`src/sv/smpr_pkg.sv`:
```
// ----------------------------------------------------------------------------
// smpr_pkg
// Shared widths, register codes, CORDIC tables and helpers for the sine
// modulated pixel remap pipeline.
// ----------------------------------------------------------------------------
`default_nettype none

package smpr_pkg;

	// coordinate and sample widths actually used
	localparam int COORD_BITS = 16;
	localparam int PIXEL_BITS = 16;

	// port widths of the fields
	localparam int COL_W   = 16;
	localparam int ROW_W   = 16;
	localparam int PIXEL_W = 16;
	localparam int OUT_W   = 34;

	// configuration port
	localparam int CFG_IDX_W  = 3;
	localparam int CFG_DATA_W = 32;

	localparam logic [CFG_IDX_W-1:0] REG_FREQ_X       = 3'd0;
	localparam logic [CFG_IDX_W-1:0] REG_FREQ_Y       = 3'd1;
	localparam logic [CFG_IDX_W-1:0] REG_SCALE_PHASE  = 3'd2;
	localparam logic [CFG_IDX_W-1:0] REG_OFFSET_PHASE = 3'd3;
	localparam logic [CFG_IDX_W-1:0] REG_SCALE_AMP    = 3'd4;
	localparam logic [CFG_IDX_W-1:0] REG_OFFSET_AMP   = 3'd5;

	localparam int ANG_W = 32;
	localparam int AMP_W = 16;
	localparam int TRIG_W = 16;

	typedef struct packed {
		logic [ANG_W-1:0]        freq_x;
		logic [ANG_W-1:0]        freq_y;
		logic [ANG_W-1:0]        scale_phase;
		logic [ANG_W-1:0]        offset_phase;
		logic signed [AMP_W-1:0] scale_amp;
		logic signed [AMP_W-1:0] offset_amp;
	} cfg_t;

	localparam cfg_t CFG_RESET = '{
		freq_x:       32'd68356526,
		freq_y:       32'd68356526,
		scale_phase:  32'd0,
		offset_phase: 32'd0,
		scale_amp:    16'sd512,
		offset_amp:   16'sd512
	};

	// cordic
	localparam int CORDIC_W        = 33;
	localparam int CORDIC_ITERS    = 16;
	localparam int ITERS_PER_STAGE = 2;
	localparam int CORDIC_STAGES   = CORDIC_ITERS / ITERS_PER_STAGE;

	localparam logic signed [CORDIC_W-1:0] CORDIC_ONE = 33'sd652032874;

	localparam logic signed [CORDIC_W-1:0] ATAN_TURN [CORDIC_ITERS] = '{
		33'sd536870912, 33'sd316933406, 33'sd167458907, 33'sd85004756,
		33'sd42667331,  33'sd21354465,  33'sd10680350,  33'sd5340245,
		33'sd2670163,   33'sd1335087,   33'sd667544,    33'sd333772,
		33'sd166886,    33'sd83443,     33'sd41722,     33'sd20861
	};

	localparam logic [1:0] QUAD_0 = 2'd0;
	localparam logic [1:0] QUAD_1 = 2'd1;
	localparam logic [1:0] QUAD_2 = 2'd2;
	localparam logic [1:0] QUAD_3 = 2'd3;

	localparam logic signed [TRIG_W-1:0] Q15_MAX = 16'sd32767;

	localparam logic signed [OUT_W-1:0] OUT_MAX = {1'b0, {(OUT_W-1){1'b1}}};
	localparam logic signed [OUT_W-1:0] OUT_MIN = {1'b1, {(OUT_W-1){1'b0}}};

	typedef struct packed {
		logic signed [CORDIC_W-1:0] x;
		logic signed [CORDIC_W-1:0] y;
		logic signed [CORDIC_W-1:0] z;
	} cordic_t;

	// one rotation-mode micro-rotation
	function automatic cordic_t cordic_iter(cordic_t v, int unsigned i);
		cordic_t                    r;
		logic signed [CORDIC_W-1:0] dx;
		logic signed [CORDIC_W-1:0] dy;
		dx = v.y >>> i;
		dy = v.x >>> i;
		if (!v.z[CORDIC_W-1]) begin
			r.x = v.x - dx;
			r.y = v.y + dy;
			r.z = v.z - ATAN_TURN[i[$clog2(CORDIC_ITERS)-1:0]];
		end else begin
			r.x = v.x + dx;
			r.y = v.y - dy;
			r.z = v.z + ATAN_TURN[i[$clog2(CORDIC_ITERS)-1:0]];
		end
		return r;
	endfunction

	// round to q1.15 and clamp to the symmetric range
	function automatic logic signed [TRIG_W-1:0] to_q15(logic signed [CORDIC_W-1:0] v);
		logic signed [CORDIC_W-1:0] r;
		r = (v + CORDIC_W'(16384)) >>> 15;
		if (r > CORDIC_W'(Q15_MAX))
			return Q15_MAX;
		else if (r < -CORDIC_W'(Q15_MAX))
			return -Q15_MAX;
		else
			return r[TRIG_W-1:0];
	endfunction

endpackage

`default_nettype wire

```
`src/sv/smpr_angle.sv`:
```
// ----------------------------------------------------------------------------
// smpr_angle
// Angle stages: column and row products, then base angle plus the two phases.
// ----------------------------------------------------------------------------
`default_nettype none

module smpr_angle (
	input  wire logic                           clk,
	input  wire logic                           arst_n,
	input  wire logic                           en,
	input  wire smpr_pkg::cfg_t                 cfg,
	input  wire logic                           valid_in,
	input  wire logic [smpr_pkg::COL_W-1:0]     col,
	input  wire logic [smpr_pkg::ROW_W-1:0]     row,
	input  wire logic [smpr_pkg::PIXEL_W-1:0]   pixel,
	output logic                                valid_out,
	output logic [smpr_pkg::ANG_W-1:0]          ang_sin,
	output logic [smpr_pkg::ANG_W-1:0]          ang_cos,
	output logic [smpr_pkg::PIXEL_BITS-1:0]     pixel_out
);
	import smpr_pkg::*;

	localparam int PROD_W = ANG_W + COORD_BITS;

	logic [PROD_W-1:0]     mult_x;
	logic [PROD_W-1:0]     mult_y;
	logic [ANG_W-1:0]      base;

	logic                  valid_s1;
	logic [ANG_W-1:0]      prod_x_s1;
	logic [ANG_W-1:0]      prod_y_s1;
	logic [PIXEL_BITS-1:0] pixel_s1;

	logic                  valid_s2;
	logic [ANG_W-1:0]      ang_sin_s2;
	logic [ANG_W-1:0]      ang_cos_s2;
	logic [PIXEL_BITS-1:0] pixel_s2;

	// only the low word of each product matters, the angle wraps per turn
	assign mult_x = cfg.freq_x * col[COORD_BITS-1:0];
	assign mult_y = cfg.freq_y * row[COORD_BITS-1:0];
	assign base   = prod_x_s1 + prod_y_s1;

	always_ff @(posedge clk or negedge arst_n) begin
		if (!arst_n) begin
			valid_s1 <= 1'b0;
			valid_s2 <= 1'b0;
		end else if (en) begin
			valid_s1 <= valid_in;
			valid_s2 <= valid_s1;
		end
	end

	always_ff @(posedge clk) begin
		if (en) begin
			prod_x_s1  <= mult_x[ANG_W-1:0];
			prod_y_s1  <= mult_y[ANG_W-1:0];
			pixel_s1   <= pixel[PIXEL_BITS-1:0];
			ang_sin_s2 <= base + cfg.scale_phase;
			ang_cos_s2 <= base + cfg.offset_phase;
			pixel_s2   <= pixel_s1;
		end
	end

	assign valid_out = valid_s2;
	assign ang_sin   = ang_sin_s2;
	assign ang_cos   = ang_cos_s2;
	assign pixel_out = pixel_s2;

endmodule

`default_nettype wire

```
`config.mk`:
```
export PLATFORM = sky130hd
export DESIGN_NAME = smpr_angle
export DESIGN_NICKNAME = d
export VERILOG_FILES = /design/src/sv/smpr_pkg.sv /design/src/sv/smpr_angle.sv
export SDC_FILE = /design/constraint.sdc
export NUM_CORES = 2
export LEC_CHECK = 0
export BUFFER_PORTS_ARGS = -buffer_cell sky130_fd_sc_hd__buf_2
export CORE_MARGIN = 4
export CORE_UTILIZATION = 55
export DETAILED_ROUTE_END_ITERATION = 10
export PLACE_DENSITY = 0.81
export SETUP_SLACK_MARGIN = 0.2
export SYNTH_ARGS = -nofsm -noshare
export SYNTH_HDL_FRONTEND = slang
export SYNTH_SLANG_ARGS = --single-unit
```
`constraint.sdc`:
```
create_clock -name clk -period 9.5 [get_ports clk]
set_input_delay 1.425 -clock clk [delete_from_list [all_inputs] [get_ports clk]]
set_output_delay 1.425 -clock clk [all_outputs]
set_load 0.02 [all_outputs]
```
Word-level counts from Yosys, hierarchy flattened:

Cells that the tools add are included.

* bits in registers: 162
* word-level logic and storage cells: 13

* add/sub/neg operators: 3
* $mul: 2

Operators with widths (number)
* $add A32 B32 Y32: 3
* $mul A32 B16 Y32: 2

Longest topological paths before layout:

* depth in word-level cells: 2
* gate-level depth with buffers: 25
* depth with buffers taken out: 23

Worst setup path after synthesis:

No wires, ideal clock.

* kind: input -> register
* start point: in row[3] (netlist name)
* end point: reg prod_y_s1[23], data pin
* library setup time: 259 ps
* data arrival time: 6839 ps
* path slack: 2401 ps
* stages on the path: 20
* buffers on the path: 2
* path through: clkbuf_1 clkbuf_1 nand2_1 fa_1 fa_1 fa_1 fa_1 inv_1 fa_1 fa_1 ha_1 a21o_1 a21oi_1 nor2b_1 o31a_1 o311ai_2 a31oi_1 or2_1 a21oi_2 xnor2_1

* word-level cells in the longest chain between the ends: 1

RTL lines
* start, declared: line smpr_angle.sv:14 `input wire logic [smpr_pkg::ROW_W-1:0] row,`
* $mul A32 B16 Y32: line smpr_angle.sv:41 `assign mult_y = cfg.freq_y * row[COORD_BITS-1:0];`
* net mult_y[23]: line smpr_angle.sv:26 `logic [PROD_W-1:0] mult_y;`
* end signal, assigned: line smpr_angle.sv:57 `prod_y_s1 <= mult_y[ANG_W-1:0];`
* end, declared: line smpr_angle.sv:31 `logic [ANG_W-1:0] prod_y_s1;`

The timed path passes the listed nets, and every way through them passes these cells.
A chain may end at the register's enable or synchronous reset.

Worst setup path in the final report:

* start point: in col[1] (netlist name)
* end point: reg prod_x_s1[31], data pin

* word-level cells in the longest chain between the ends: 1

RTL lines
* start, declared: line smpr_angle.sv:13 `input wire logic [smpr_pkg::COL_W-1:0] col,`
* $mul A32 B16 Y32: line smpr_angle.sv:40 `assign mult_x = cfg.freq_x * col[COORD_BITS-1:0];`
* net mult_x[31]: line smpr_angle.sv:25 `logic [PROD_W-1:0] mult_x;`
* end signal, assigned: line smpr_angle.sv:56 `prod_x_s1 <= mult_x[ANG_W-1:0];`
* end, declared: line smpr_angle.sv:30 `logic [ANG_W-1:0] prod_x_s1;`

The timed path passes the listed nets, and every way through them passes these cells.

==> flow_summary.yaml <==
critical_path:
  worst-setup-path-type: "primary input to register"
  rr_endpoint: "ang_cos[31]"
  reg2reg_depth: 21
  crit_chain: "buf_2 > nand2_1 > fa_1 > fa_1 > fa_1 > fa_1 > inv_1 > fa_1 > fa_1 > ha_1 > or3_1 > or3_1 > a311oi_2 > nor2_1 > a41o_1 > a31oi_1 > o31ai_1 > xnor2_1"
  worstReg2RegStart: "prod_x_s1[0]"
  slowest_delay_ps: 570
  crit_path_end_kind: "register"
  slowest_stage: "fa_1"
  critPathTopFamily: "adder cells"
  arrival_ps: 7480
  rrSetupSlack_ps: 3790
  cp_max_fo: 31
  worst_path_most_repeated_cell: "fa_1"
  crit_buf_inv: 2
  start_kind: "primary input"
  required_ps: 9690
timing:
  timing.fmax_ghz: 0.1372
  slew_violations: 0
  fin_skew_ps: 10.65
  rsz0062_at_grt: "false"
  fin_crit_sh_pct: 76.70
  fin_crit_ps: 7287
  finalHoldViolCount: 0
  fin_setup_tns_ps: 0
  final-setup-viol-count: 0
  worst_pin_slew_ps: 851.0
  slew-limit-headroom_pct: 43.27
min_path:
  min_path_cells: 0
  hp-start: "pixel_s1[3]"
  hold_end: "pixel_out[3]"
  hold_path.class: "register to register"
final_layout:
  area_growth_pct: 7.582
  drive_above_1_share_pct: 8.634
  final_nets: 4658
  fillers: 4871
route:
  routedWlPerCell_um: 18.13
  drc: 0
  num_vias: 24700
  firstDrtPassIters: 7
  wl_um: 79620
  ant_nets: 0
  via_per_inst: 5.624
  first_iter_violations: 1523
grt:
  grt_overflow: 0
  grtUsageTotal_pct: 25.94
  grt_pass1_wl_um: 131300
  antenna_found_initial: 0
  grt_start_max_net_pins: 97
  grt_pass1_vias: 26090
synthesis:
  synth-async-reset-ratio_pct: 1.235
  netlist_area_sq_mm: 0.03219
  yosys_register_bits: 162
  post_synth_num_cell_types: 64
  synth_area_leaders: "fa_1 38%, edfxtp_1 15%, ha_1 8.7%"
  ys_warn_count: 0
  synth_nets: 4500
  ys_seq_area_share_pct: 15.08
  synth_area_leader_cell: "fa_1"
  synth.avg_cell_area_sq_um: 9.321
  synth_enable_flop_cells: 160
  ys.flop_type: "edfxtp_1"
  synth_top_area_share_pct: 37.99
  synthCells: 3454
clock_tree:
  numCtsBuffers: 17
  cts.repair.resized: 0
  h-tree-depth: 4
  cts-hold-fix-buffers: 0
  cts.path.max_buffers: 2
  cts_tree: "built"
  clk_pin_slew_ps: 70
  insertion_delay_ps: 450
  root_buffer: "clkbuf_16"
  cts_setup_buffers: 0
  cts_sinks: 162
outcome:
  status: "finished clean"
die:
  rows: 88
  die_y_um: 249.9
  start_util_pct: 55.69
  dieArea_sq_mm: 0.06247
  die_w_um: 249.9
  coreArea_sq_mm: 0.05781
  io_pins: 293
placed_design:
  globalplace.congestion: 0.9134
  dpl.hpwl_um: 62290
  io_buffers: 260
job:
  maxCapViolations: 0
-- flip-flops by register name (all words and copies together) (netlist names) --
name       flops
ang_cos       32
ang_sin       32
prod_x_s1     32
prod_y_s1     32
pixel_out     16
pixel_s1      16
valid_out      1
valid_s1       1
-- metal layers --
metal / routed length, um / vias to the layer above / track usage (%)
met2: 39890 / 1137 / 45.42
met5: 0 / - / 0.1544
met3: 6501 / 226 / 4.127
met1: 30320 / 12330 / 32.66
li1: - / 11010 / -
met4: 2916 / 0 / 9.605
-- layout by cell type (no fill, tap or decap), drive strengths merged, types with 85 or more instances in the layout --
master and instances:
inv 679, fa 611, nand2 544, and2 310, buf 261, ha 223
edfxtp 160, xnor2 140, a21oi 126, nor2 85
-- metrics by stage --
stage	setup slack [ps]	utilization, %	cell area, sq um	hold WS, ps	std cells
after floorplan	2401	-	32190	400.3	3454
after global placement	1843	58.83	34010	401.9	4358
after detailed placement	1754	58.83	34010	404.5	4358
after CTS	2218	59.91	34630	420.3	4390
after global routing	1915	59.91	34630	437.7	4390
final	2213	59.92	34640	421.2	4391
-- worst reg2reg max path: stages (launching register included) --
cell       delay (ps)
edfxtp_1          370
ha_1              250
fa_1              420
a21oi_1           210
o21ai_0           170
a2111o_1          540
nand4_1           130
a21oi_1            90
o21a_1            190
o21ai_0           220
nor2b_1           190
xnor2_1           250
ha_1              390
nand2_1            90
o21ai_0           120
o41ai_1           500
o22ai_1           210
o2111ai_1         320
o21ai_0           220
a211o_1           330
o211ai_1          160
xor2_1            110
-- cell type report --
class	count	area, sq um	share of cell area [%]
inverter	673	2526	7.294
tap	765	957.2	2.764
sequential	162	4855	14.02
clock buffer	18	429.2	1.239
clock inverter	14	195.2	0.5635
timing repair buffer	261	1315	3.797
antenna	1	2.502	0.007225
multi-input combinational	2497	24360	70.32
-- worst max path at each step --
stage                          to  depth (start not counted)    from
floorplan           prod_y_s1[23]                         20  row[3]
global placement    prod_x_s1[31]                         18  col[1]
detailed placement  prod_x_s1[31]                         18  col[1]
CTS                 prod_x_s1[31]                         18  col[1]
global route        prod_x_s1[31]                         18  col[1]
finish              prod_x_s1[31]                         18  col[1]
-- synth_stat cells, drive strengths merged (4+ instances only) --
library cell	number
a31o	5
o21a	22
a21o	56
and2	310
or2	7
nand3	24
and3	8
nand4	13
clkbuf	122
a211oi	13
o211ai	4
nand2b	21
nor2b	11
a21oi	126
ha	223
nor2	85
o311ai	6
xnor2	140
o22ai	6
a21boi	5
o21ai	77
a41o	4
nor3	33
nand2	544
or3	9
edfxtp	160
inv	673
a31oi	15
o31ai	9
a211o	5
xor2	45
a41oi	4
o21bai	18
fa	611
-- cell families (layout without fill, tap and decap cells) --
group	after synthesis	after routing	share of synthesized area, %
and+or+nand+nor	1072	1072	15.75
adders and majority gates	834	834	46.66
buffers and inverters	795	966	9.269
AOI/OAI and AO/OA	403	403	8.107
xor gates and xnor gates	185	185	5.033
DFF	162	162	15.08
muxes	3	3	0.1010
other	0	1	0
Power is not shown: default switching activity piles up to over one toggle a cycle in this logic, so the estimate is an artifact.
