**config.mk**
```make
export PLATFORM = sky130hd
export DESIGN_NAME = smpr_mix
export DESIGN_NICKNAME = d
export VERILOG_FILES = /design/src/sv/smpr_pkg.sv /design/src/sv/smpr_mix.sv
export SDC_FILE = /design/constraint.sdc
export NUM_CORES = 2
export LEC_CHECK = 0
export BUFFER_PORTS_ARGS = -buffer_cell sky130_fd_sc_hd__buf_4
export CAP_MARGIN = 25
export CORE_MARGIN = 8
export CORE_UTILIZATION = 45
export CTS_CLUSTER_DIAMETER = 40
export CTS_CLUSTER_SIZE = 16
export DETAILED_ROUTE_END_ITERATION = 16
export HOLD_SLACK_MARGIN = 0.02
export MAX_ROUTING_LAYER = met4
export PLACE_DENSITY = 0.63
export SLEW_MARGIN = 20
export SYNTH_ARGS = -nofsm -noshare
export SYNTH_HDL_FRONTEND = slang
export SYNTH_SLANG_ARGS = --single-unit
```
**constraint.sdc**
```tcl
create_clock -name clk -period 8.2 [get_ports clk]
set_input_delay 0.41 -clock clk [delete_from_list [all_inputs] [get_ports clk]]
set_output_delay 0.41 -clock clk [all_outputs]
set_load 0.02 [all_outputs]
```
**src/sv/smpr_pkg.sv**
```systemverilog
// ----------------------------------------------------------------------------
// smpr_pkg
// Shared widths, register codes, CORDIC tables and helpers for the sine
// modulated pixel remap pipeline.
// ----------------------------------------------------------------------------
`default_nettype none

package smpr_pkg;

	// coordinate and sample widths actually used
	localparam int COORD_BITS = 16;
	localparam int PIXEL_BITS = 16;

	// port widths of the fields
	localparam int COL_W   = 16;
	localparam int ROW_W   = 16;
	localparam int PIXEL_W = 16;
	localparam int OUT_W   = 34;

	// configuration port
	localparam int CFG_IDX_W  = 3;
	localparam int CFG_DATA_W = 32;

	localparam logic [CFG_IDX_W-1:0] REG_FREQ_X       = 3'd0;
	localparam logic [CFG_IDX_W-1:0] REG_FREQ_Y       = 3'd1;
	localparam logic [CFG_IDX_W-1:0] REG_SCALE_PHASE  = 3'd2;
	localparam logic [CFG_IDX_W-1:0] REG_OFFSET_PHASE = 3'd3;
	localparam logic [CFG_IDX_W-1:0] REG_SCALE_AMP    = 3'd4;
	localparam logic [CFG_IDX_W-1:0] REG_OFFSET_AMP   = 3'd5;

	localparam int ANG_W = 32;
	localparam int AMP_W = 16;
	localparam int TRIG_W = 16;

	typedef struct packed {
		logic [ANG_W-1:0]        freq_x;
		logic [ANG_W-1:0]        freq_y;
		logic [ANG_W-1:0]        scale_phase;
		logic [ANG_W-1:0]        offset_phase;
		logic signed [AMP_W-1:0] scale_amp;
		logic signed [AMP_W-1:0] offset_amp;
	} cfg_t;

	localparam cfg_t CFG_RESET = '{
		freq_x:       32'd68356526,
		freq_y:       32'd68356526,
		scale_phase:  32'd0,
		offset_phase: 32'd0,
		scale_amp:    16'sd512,
		offset_amp:   16'sd512
	};

	// cordic
	localparam int CORDIC_W        = 33;
	localparam int CORDIC_ITERS    = 16;
	localparam int ITERS_PER_STAGE = 2;
	localparam int CORDIC_STAGES   = CORDIC_ITERS / ITERS_PER_STAGE;

	localparam logic signed [CORDIC_W-1:0] CORDIC_ONE = 33'sd652032874;

	localparam logic signed [CORDIC_W-1:0] ATAN_TURN [CORDIC_ITERS] = '{
		33'sd536870912, 33'sd316933406, 33'sd167458907, 33'sd85004756,
		33'sd42667331,  33'sd21354465,  33'sd10680350,  33'sd5340245,
		33'sd2670163,   33'sd1335087,   33'sd667544,    33'sd333772,
		33'sd166886,    33'sd83443,     33'sd41722,     33'sd20861
	};

	localparam logic [1:0] QUAD_0 = 2'd0;
	localparam logic [1:0] QUAD_1 = 2'd1;
	localparam logic [1:0] QUAD_2 = 2'd2;
	localparam logic [1:0] QUAD_3 = 2'd3;

	localparam logic signed [TRIG_W-1:0] Q15_MAX = 16'sd32767;

	localparam logic signed [OUT_W-1:0] OUT_MAX = {1'b0, {(OUT_W-1){1'b1}}};
	localparam logic signed [OUT_W-1:0] OUT_MIN = {1'b1, {(OUT_W-1){1'b0}}};

	typedef struct packed {
		logic signed [CORDIC_W-1:0] x;
		logic signed [CORDIC_W-1:0] y;
		logic signed [CORDIC_W-1:0] z;
	} cordic_t;

	// one rotation-mode micro-rotation
	function automatic cordic_t cordic_iter(cordic_t v, int unsigned i);
		cordic_t                    r;
		logic signed [CORDIC_W-1:0] dx;
		logic signed [CORDIC_W-1:0] dy;
		dx = v.y >>> i;
		dy = v.x >>> i;
		if (!v.z[CORDIC_W-1]) begin
			r.x = v.x - dx;
			r.y = v.y + dy;
			r.z = v.z - ATAN_TURN[i[$clog2(CORDIC_ITERS)-1:0]];
		end else begin
			r.x = v.x + dx;
			r.y = v.y - dy;
			r.z = v.z + ATAN_TURN[i[$clog2(CORDIC_ITERS)-1:0]];
		end
		return r;
	endfunction

	// round to q1.15 and clamp to the symmetric range
	function automatic logic signed [TRIG_W-1:0] to_q15(logic signed [CORDIC_W-1:0] v);
		logic signed [CORDIC_W-1:0] r;
		r = (v + CORDIC_W'(16384)) >>> 15;
		if (r > CORDIC_W'(Q15_MAX))
			return Q15_MAX;
		else if (r < -CORDIC_W'(Q15_MAX))
			return -Q15_MAX;
		else
			return r[TRIG_W-1:0];
	endfunction

endpackage

`default_nettype wire

```
**src/sv/smpr_mix.sv**
```systemverilog
// ----------------------------------------------------------------------------
// smpr_mix
// Output stages: amplitude products, pixel product, sum, rounding and
// saturation into the output register.
// ----------------------------------------------------------------------------
`default_nettype none

module smpr_mix (
	input  wire logic                              clk,
	input  wire logic                              arst_n,
	input  wire logic                              en,
	input  wire smpr_pkg::cfg_t                    cfg,
	input  wire logic                              valid_in,
	input  wire logic signed [smpr_pkg::TRIG_W-1:0] sine,
	input  wire logic signed [smpr_pkg::TRIG_W-1:0] cosine,
	input  wire logic [smpr_pkg::PIXEL_BITS-1:0]   pixel,
	output logic                                   valid_out,
	output logic signed [smpr_pkg::OUT_W-1:0]      value
);
	import smpr_pkg::*;

	localparam int AP_W   = AMP_W + TRIG_W;
	localparam int TERM_W = AP_W + PIXEL_BITS + 1;
	localparam int SUM_W  = TERM_W + 1;

	localparam logic signed [SUM_W-1:0] SAT_HI = SUM_W'(OUT_MAX);
	localparam logic signed [SUM_W-1:0] SAT_LO = SUM_W'(OUT_MIN);

	logic signed [AP_W-1:0]   prod_sin;
	logic signed [AP_W-1:0]   prod_cos;
	logic signed [TERM_W-1:0] term;
	logic signed [SUM_W-1:0]  sum;
	logic signed [SUM_W-1:0]  rounded;
	logic signed [OUT_W-1:0]  sat;

	logic                     valid_s1;
	logic signed [AP_W-1:0]   prod_sin_s1;
	logic signed [AP_W-1:0]   prod_cos_s1;
	logic [PIXEL_BITS-1:0]    pixel_s1;

	logic                     valid_s2;
	logic signed [TERM_W-1:0] term_s2;
	logic signed [AP_W-1:0]   prod_cos_s2;

	logic                     valid_s3;
	logic signed [OUT_W-1:0]  value_s3;

	assign prod_sin = cfg.scale_amp * sine;
	assign prod_cos = cfg.offset_amp * cosine;
	assign term     = prod_sin_s1 * $signed({1'b0, pixel_s1});

	// 23 fraction bits down to 8, halves round up
	assign sum     = SUM_W'(term_s2) + SUM_W'(prod_cos_s2);
	assign rounded = (sum + SUM_W'(16384)) >>> 15;

	always_comb begin
		if (rounded > SAT_HI)
			sat = OUT_MAX;
		else if (rounded < SAT_LO)
			sat = OUT_MIN;
		else
			sat = rounded[OUT_W-1:0];
	end

	always_ff @(posedge clk or negedge arst_n) begin
		if (!arst_n) begin
			valid_s1 <= 1'b0;
			valid_s2 <= 1'b0;
			valid_s3 <= 1'b0;
		end else if (en) begin
			valid_s1 <= valid_in;
			valid_s2 <= valid_s1;
			valid_s3 <= valid_s2;
		end
	end

	always_ff @(posedge clk) begin
		if (en) begin
			prod_sin_s1 <= prod_sin;
			prod_cos_s1 <= prod_cos;
			pixel_s1    <= pixel;
			term_s2     <= term;
			prod_cos_s2 <= prod_cos_s1;
			value_s3    <= sat;
		end
	end

	assign valid_out = valid_s3;
	assign value     = value_s3;

endmodule

`default_nettype wire

```
### Yosys cells after proc, flatten, opt, wreduce, memory -nomap -nowiden

Index checks and enable logic that the tools add are counted.

| operators by class | value |
|---|---|
| add/sub/neg operators | 2 |
| multiply operators | 3 |
| divide/modulo/power cells | 0 |
| order comparisons | 2 |
| equal/unequal tests | 0 |
| shift operators | 0 |
| multiplexer cells | 1 |
| bitwise operators | 0 |
| reduce and logical (&&, ||, !) cells | 0 |

Operators with widths:

| operator | count |
|---|---|
| multiplier 16 x 16 -> 32 bit | 2 |
| adder 49 x 32 -> 50 bit | 1 |
| adder 50 x 16 -> 50 bit, second input constant | 1 |
| multiplier 32 x 17 -> 49 bit | 1 |
| greater-than comparator 35 x 34 -> 1 bit, second input constant | 1 |
| < comparator 35 x 34 -> 1 bit, second input constant | 1 |
| two-way mux 34 bit | 1 |

| storage, ports and cells | value |
|---|---|
| bits in registers | 198 |
| latch bits | 0 |
| bits in writable memories | 0 |
| ROM bits | 0 |
| bits of input ports | 212 |
| output and inout port bits | 35 |
| word-level logic and storage cells | 17 |
| memories | 0 |

### Depth between registers and ports, before layout

| depth | value |
|---|---|
| depth after elaboration | 4 |
| gate-level depth with buffers | 25 |
| mapped depth without buffers | 24 |

### Worst setup path before layout

Ideal clock, no wire load.

| timing path | value |
|---|---|
| kind | register to register |
| from | reg pixel_s1[2] |
| to | reg term_s2[47] (data pin) |
| library setup time | 0.264 ns |
| arrival | 6.054 ns |
| data required time | 7.936 ns |
| slack | 1.882 ns |
| cell stages (with the launch flop) | 24 |
| buffers on the path | 1 |
| clock period less this slack | 6.318 ns |
| path through | edfxtp_1 -> clkbuf_1 -> and2_1 -> fa_1 -> inv_1 -> fa_1 -> fa_1 -> fa_1 -> inv_1 -> fa_1 -> inv_1 -> fa_1 -> inv_1 -> ha_1 -> nand4_1 -> nor3_1 -> o2111ai_1 -> a21oi_1 -> o21ai_0 -> a2111oi_0 -> o211ai_1 -> a32oi_1 -> a221oi_1 -> xnor2_1 |

| on the way | value |
|---|---|
| cells in the longest elaborated chain, start to end | 1 |

RTL lines:

| element | line | RTL |
|---|---|---|
| start: declaration | smpr_mix.sv:39 | `logic [PIXEL_BITS-1:0] pixel_s1;` |
| start signal: assignment | smpr_mix.sv:81 | `pixel_s1 <= pixel;` |
| multiplier 32 x 17 -> 49 bit | smpr_mix.sv:50 | `assign term = prod_sin_s1 * $signed({1'b0, pixel_s1});` |
| net term[47] | smpr_mix.sv:31 | `logic signed [TERM_W-1:0] term;` |
| end signal: assignment | smpr_mix.sv:82 | `term_s2 <= term;` |
| end: declaration | smpr_mix.sv:42 | `logic signed [TERM_W-1:0] term_s2;` |

The timed path passes the listed nets, and every way through them passes these cells.
A chain may end at the register's enable or synchronous reset.

### Worst setup path in the final report

| timing path | value |
|---|---|
| from | reg pixel_s1[4] |
| to | reg term_s2[47] (data pin) |

The elaborated chain is that of the path after synthesis.

==> flow_metrics.tcl <==
set metrics [dict create \
    finalSetupViolCount 0 \
    synth_adder_area_share_pct 53.5 \
    worstPathArrival_ns 7.93 \
    grt_setup_unrepaired "false" \
    final_common_cell "inv_1" \
    grt_pass1_vias 34843 \
    cts_buffers 17 \
    track_usage_pct 19.4 \
    synth_enable_flop_cells 195 \
    rows 118 \
    ys.flop_type "edfxtp_1" \
    synth-xor-area-share_pct 2.87 \
    synth-async-reset-ratio_pct 1.52 \
    postSynthCellCount 4847 \
    ys_warn_count 0 \
    cts_sinks 198 \
    crit_path_max_incr_delay_ns 0.98 \
    fmax_mhz 130 \
    portBuffers 118 \
    multi_input_area_sq_mm 0.0356 \
    fillers 9738 \
    dpl.hpwl_microns 84800 \
    dieWidth_microns 338 \
    grt_start_max_net_pins 111 \
    path_buf_inv 5 \
    coreArea_sq_mm 0.103 \
    clk_path_buf_depth 2 \
    cpMaxStageDelayCell "edfxtp_1" \
    die-area_sq_mm 0.114 \
    postRouteAntennaNets 0 \
    post_dp_cell_area_sq_mm 0.0489 \
    antenna_found_initial 2 \
    crit_top_cell "fa_1" \
    synth_top_family_by_area "adder cells" \
    synth_area_leaders "fa_1 (43%), edfxtp_1 (13%), ha_1 (10%), inv_1 (9.6%), and2_1 (6.5%)" \
    start_util_pct 45.3 \
    cts_tree "yes" \
    synth-seq-cells 198 \
    clock_latency_ns 0.50 \
    cap_violations 0 \
    final_cell_mix "inv_1 (1191), fa_1 (1013), nand2_1 (594)" \
    end_kind "flip-flop" \
    final_area_sq_mm 0.0496 \
    cts-root-buf "clkbuf_16" \
    cts_max_level 4 \
    setup-tns-final_ns 0 \
    nNetsFinal 6450 \
    clock_skew_ns 0.0156 \
    dp_slack_ns 0.500 \
    crit_required_ns 8.45 \
    clk_pin_slew_ns 0.09 \
    yosys.area_share.simple_pct 13.8 \
    drt-wirelength-per-cell_microns 16.5 \
    hold_viol 0 \
    fin_crit_sh_pct 93.6 \
    critical_path.max_fanout 21 \
    muxShareOfSynthArea_pct 0.115 \
    via_per_inst 5.08 \
    regArea_sq_mm 0.00593 \
    drive_above_1_share_pct 4.18 \
    min_period_ns 7.67 \
    relSlewSlack_pct 30.9 \
    avgSynthCellArea_sq_um 9.64 \
    io_pins 247 \
    hold_class "in -> reg" \
    yosysTopAreaCellShare_pct 43.4 \
    critPathLaunchType "flip-flop" \
    grt_overflow 0 \
    ys_types 75 \
    die_h_microns 338 \
    drt_iter0_markers 1705 \
    place_congestion 0.873 \
    setup_slack_ns 0.525 \
    worst_slew_pin_slew_ns 1.03 \
    synth_top_area_cell "fa_1" \
    synth.cell_area_sq_mm 0.0467 \
    wl_microns 103000 \
    vias 31693 \
    syn-num-nets 6448 \
    area.growth.synth_to_final_pct 6.10 \
    worstPathCellList "and2_1 -> fa_1 -> inv_1 -> fa_1 -> fa_1 -> fa_1 -> inv_1 -> fa_1 -> inv_1 -> fa_1 -> inv_1 -> ha_1 -> nand4_1 -> nor3_1 -> o2111ai_1 -> a21oi_1 -> o21ai_0 -> a2111oi_0 -> buf_4 -> o211ai_1 -> a32oi_1 -> a221oi_1 -> xnor2_1" \
    grt_pass1_wl_microns 177000 \
    slew_viol_final 0 \
    drc_errors 0 \
    synth_compound_area_share_pct 6.07 \
    ys_seq_area_share_pct 12.7 \
    firstDrtPassIters 6 \
    outcome "completed" \
    cp_top_family "adder cells" \
    critPathKind "reg -> reg" \
]
-- state kept, by name, summed over array words and instances, names as in the netlist --
signal and flops:
valid_s2 1, pixel_s1 16, valid_out 1, term_s2 49
prod_cos_s1 32, prod_sin_s1 32, prod_cos_s2 32, value 34
valid_s1 1
-- Yosys cell counts (19+ instances only) --
cell	number
inv_1	1191
fa_1	1013
nand2_1	594
and2_1	483
ha_1	376
edfxtp_1	195
clkbuf_1	156
a21oi_1	151
xnor2_1	114
nor2_1	91
a21o_1	76
o21ai_0	76
xor2_1	39
nand3_1	29
nor3_1	22
nand2b_1	20
o21bai_1	19
-- worst register-to-register path, cell delays in order (launching register included) --
cell and delay (ns):
edfxtp_1 0.98, and2_1 0.28, fa_1 0.41, inv_1 0.09, fa_1 0.42, fa_1 0.51
fa_1 0.54, inv_1 0.05, fa_1 0.48, inv_1 0.05, fa_1 0.48, inv_1 0.04
ha_1 0.34, nand4_1 0.17, nor3_1 0.18, o2111ai_1 0.23, a21oi_1 0.41, o21ai_0 0.25
a2111oi_0 0.55, buf_4 0.21, o211ai_1 0.12, a32oi_1 0.36, a221oi_1 0.15, xnor2_1 0.15
-- worst paths after layout --
path	to	from	slack [ns]	depth (start not counted)
min in group asynchronous	valid_s2$_DFFE_PN0P_	arst_n	0.22	2
hold / removal	pixel_s1[7]$_DFFE_PP_	pixel[7]	0.08	1
setup / recovery	term_s2[47]$_DFFE_PP_	pixel_s1[4]$_DFFE_PP_	0.53	23
hold reg to reg	prod_cos_s2[16]$_DFFE_PP_	prod_cos_s1[16]$_DFFE_PP_	0.42	0
setup reg to reg	term_s2[47]$_DFFE_PP_	pixel_s1[4]$_DFFE_PP_	0.53	23
max in group asynchronous	valid_s1$_DFFE_PN0P_	arst_n	7.89	2
-- routing by layer --
metal | track usage (%) | vias to the layer above | part of all wire [%]
li1 | - | 14546 | -
met1 | 24.8 | 16370 | 43
met2 | 33.2 | 627 | 51
met3 | 1.80 | 150 | 3.9
met4 | 5.09 | 0 | 2.5
met5 | - | - | 0
-- cell families (layout without fill, tap and decap cells) --
group | after synthesis | count (layout)
simple gates | 1306 | 1306
other cells | 0 | 1
mux | 5 | 5
flops | 198 | 198
fa+ha+maj | 1389 | 1389
xor+xnor | 153 | 153
buf+inv | 1357 | 1372
compound gates | 439 | 439
-- per-stage QoR --
| step | instances | hold WS [ns] | utilization (%) |
|---|---|---|---|
| 3_3_place_gp | 6205 | 0.200 | 47.3 |
| 2_1_floorplan | 4847 | 0.114 | - |
| 4_1_cts | 6238 | 0.0308 | 48.0 |
| 3_5_place_dp | 6205 | 0.201 | 47.3 |
| 5_1_grt | 6243 | 0.0389 | 48.0 |
| 6_report | 6243 | 0.0774 | 48.0 |
-- final cells by class --
type	count	area share, %
Sequential cell	198	12.0
Clock buffer	17	0.858
Tap cell	1380	3.48
Inverter	1191	9.02
Antenna cell	1	0.00505
Multi-Input combinational cell	3292	71.9
Timing Repair Buffer	149	2.32
Clock inverter	15	0.429
-- timing repair --
item                                   in CTS  in global routing
setup endpoints to repair                   0                  1
resized for setup                           0                  0
setup buffers                               0                  2
hold buffers                                1                  0
endpoints found under the hold margin       3                  0
Power is not shown: default switching activity piles up to over one toggle a cycle in this logic, so the estimate is an artifact.
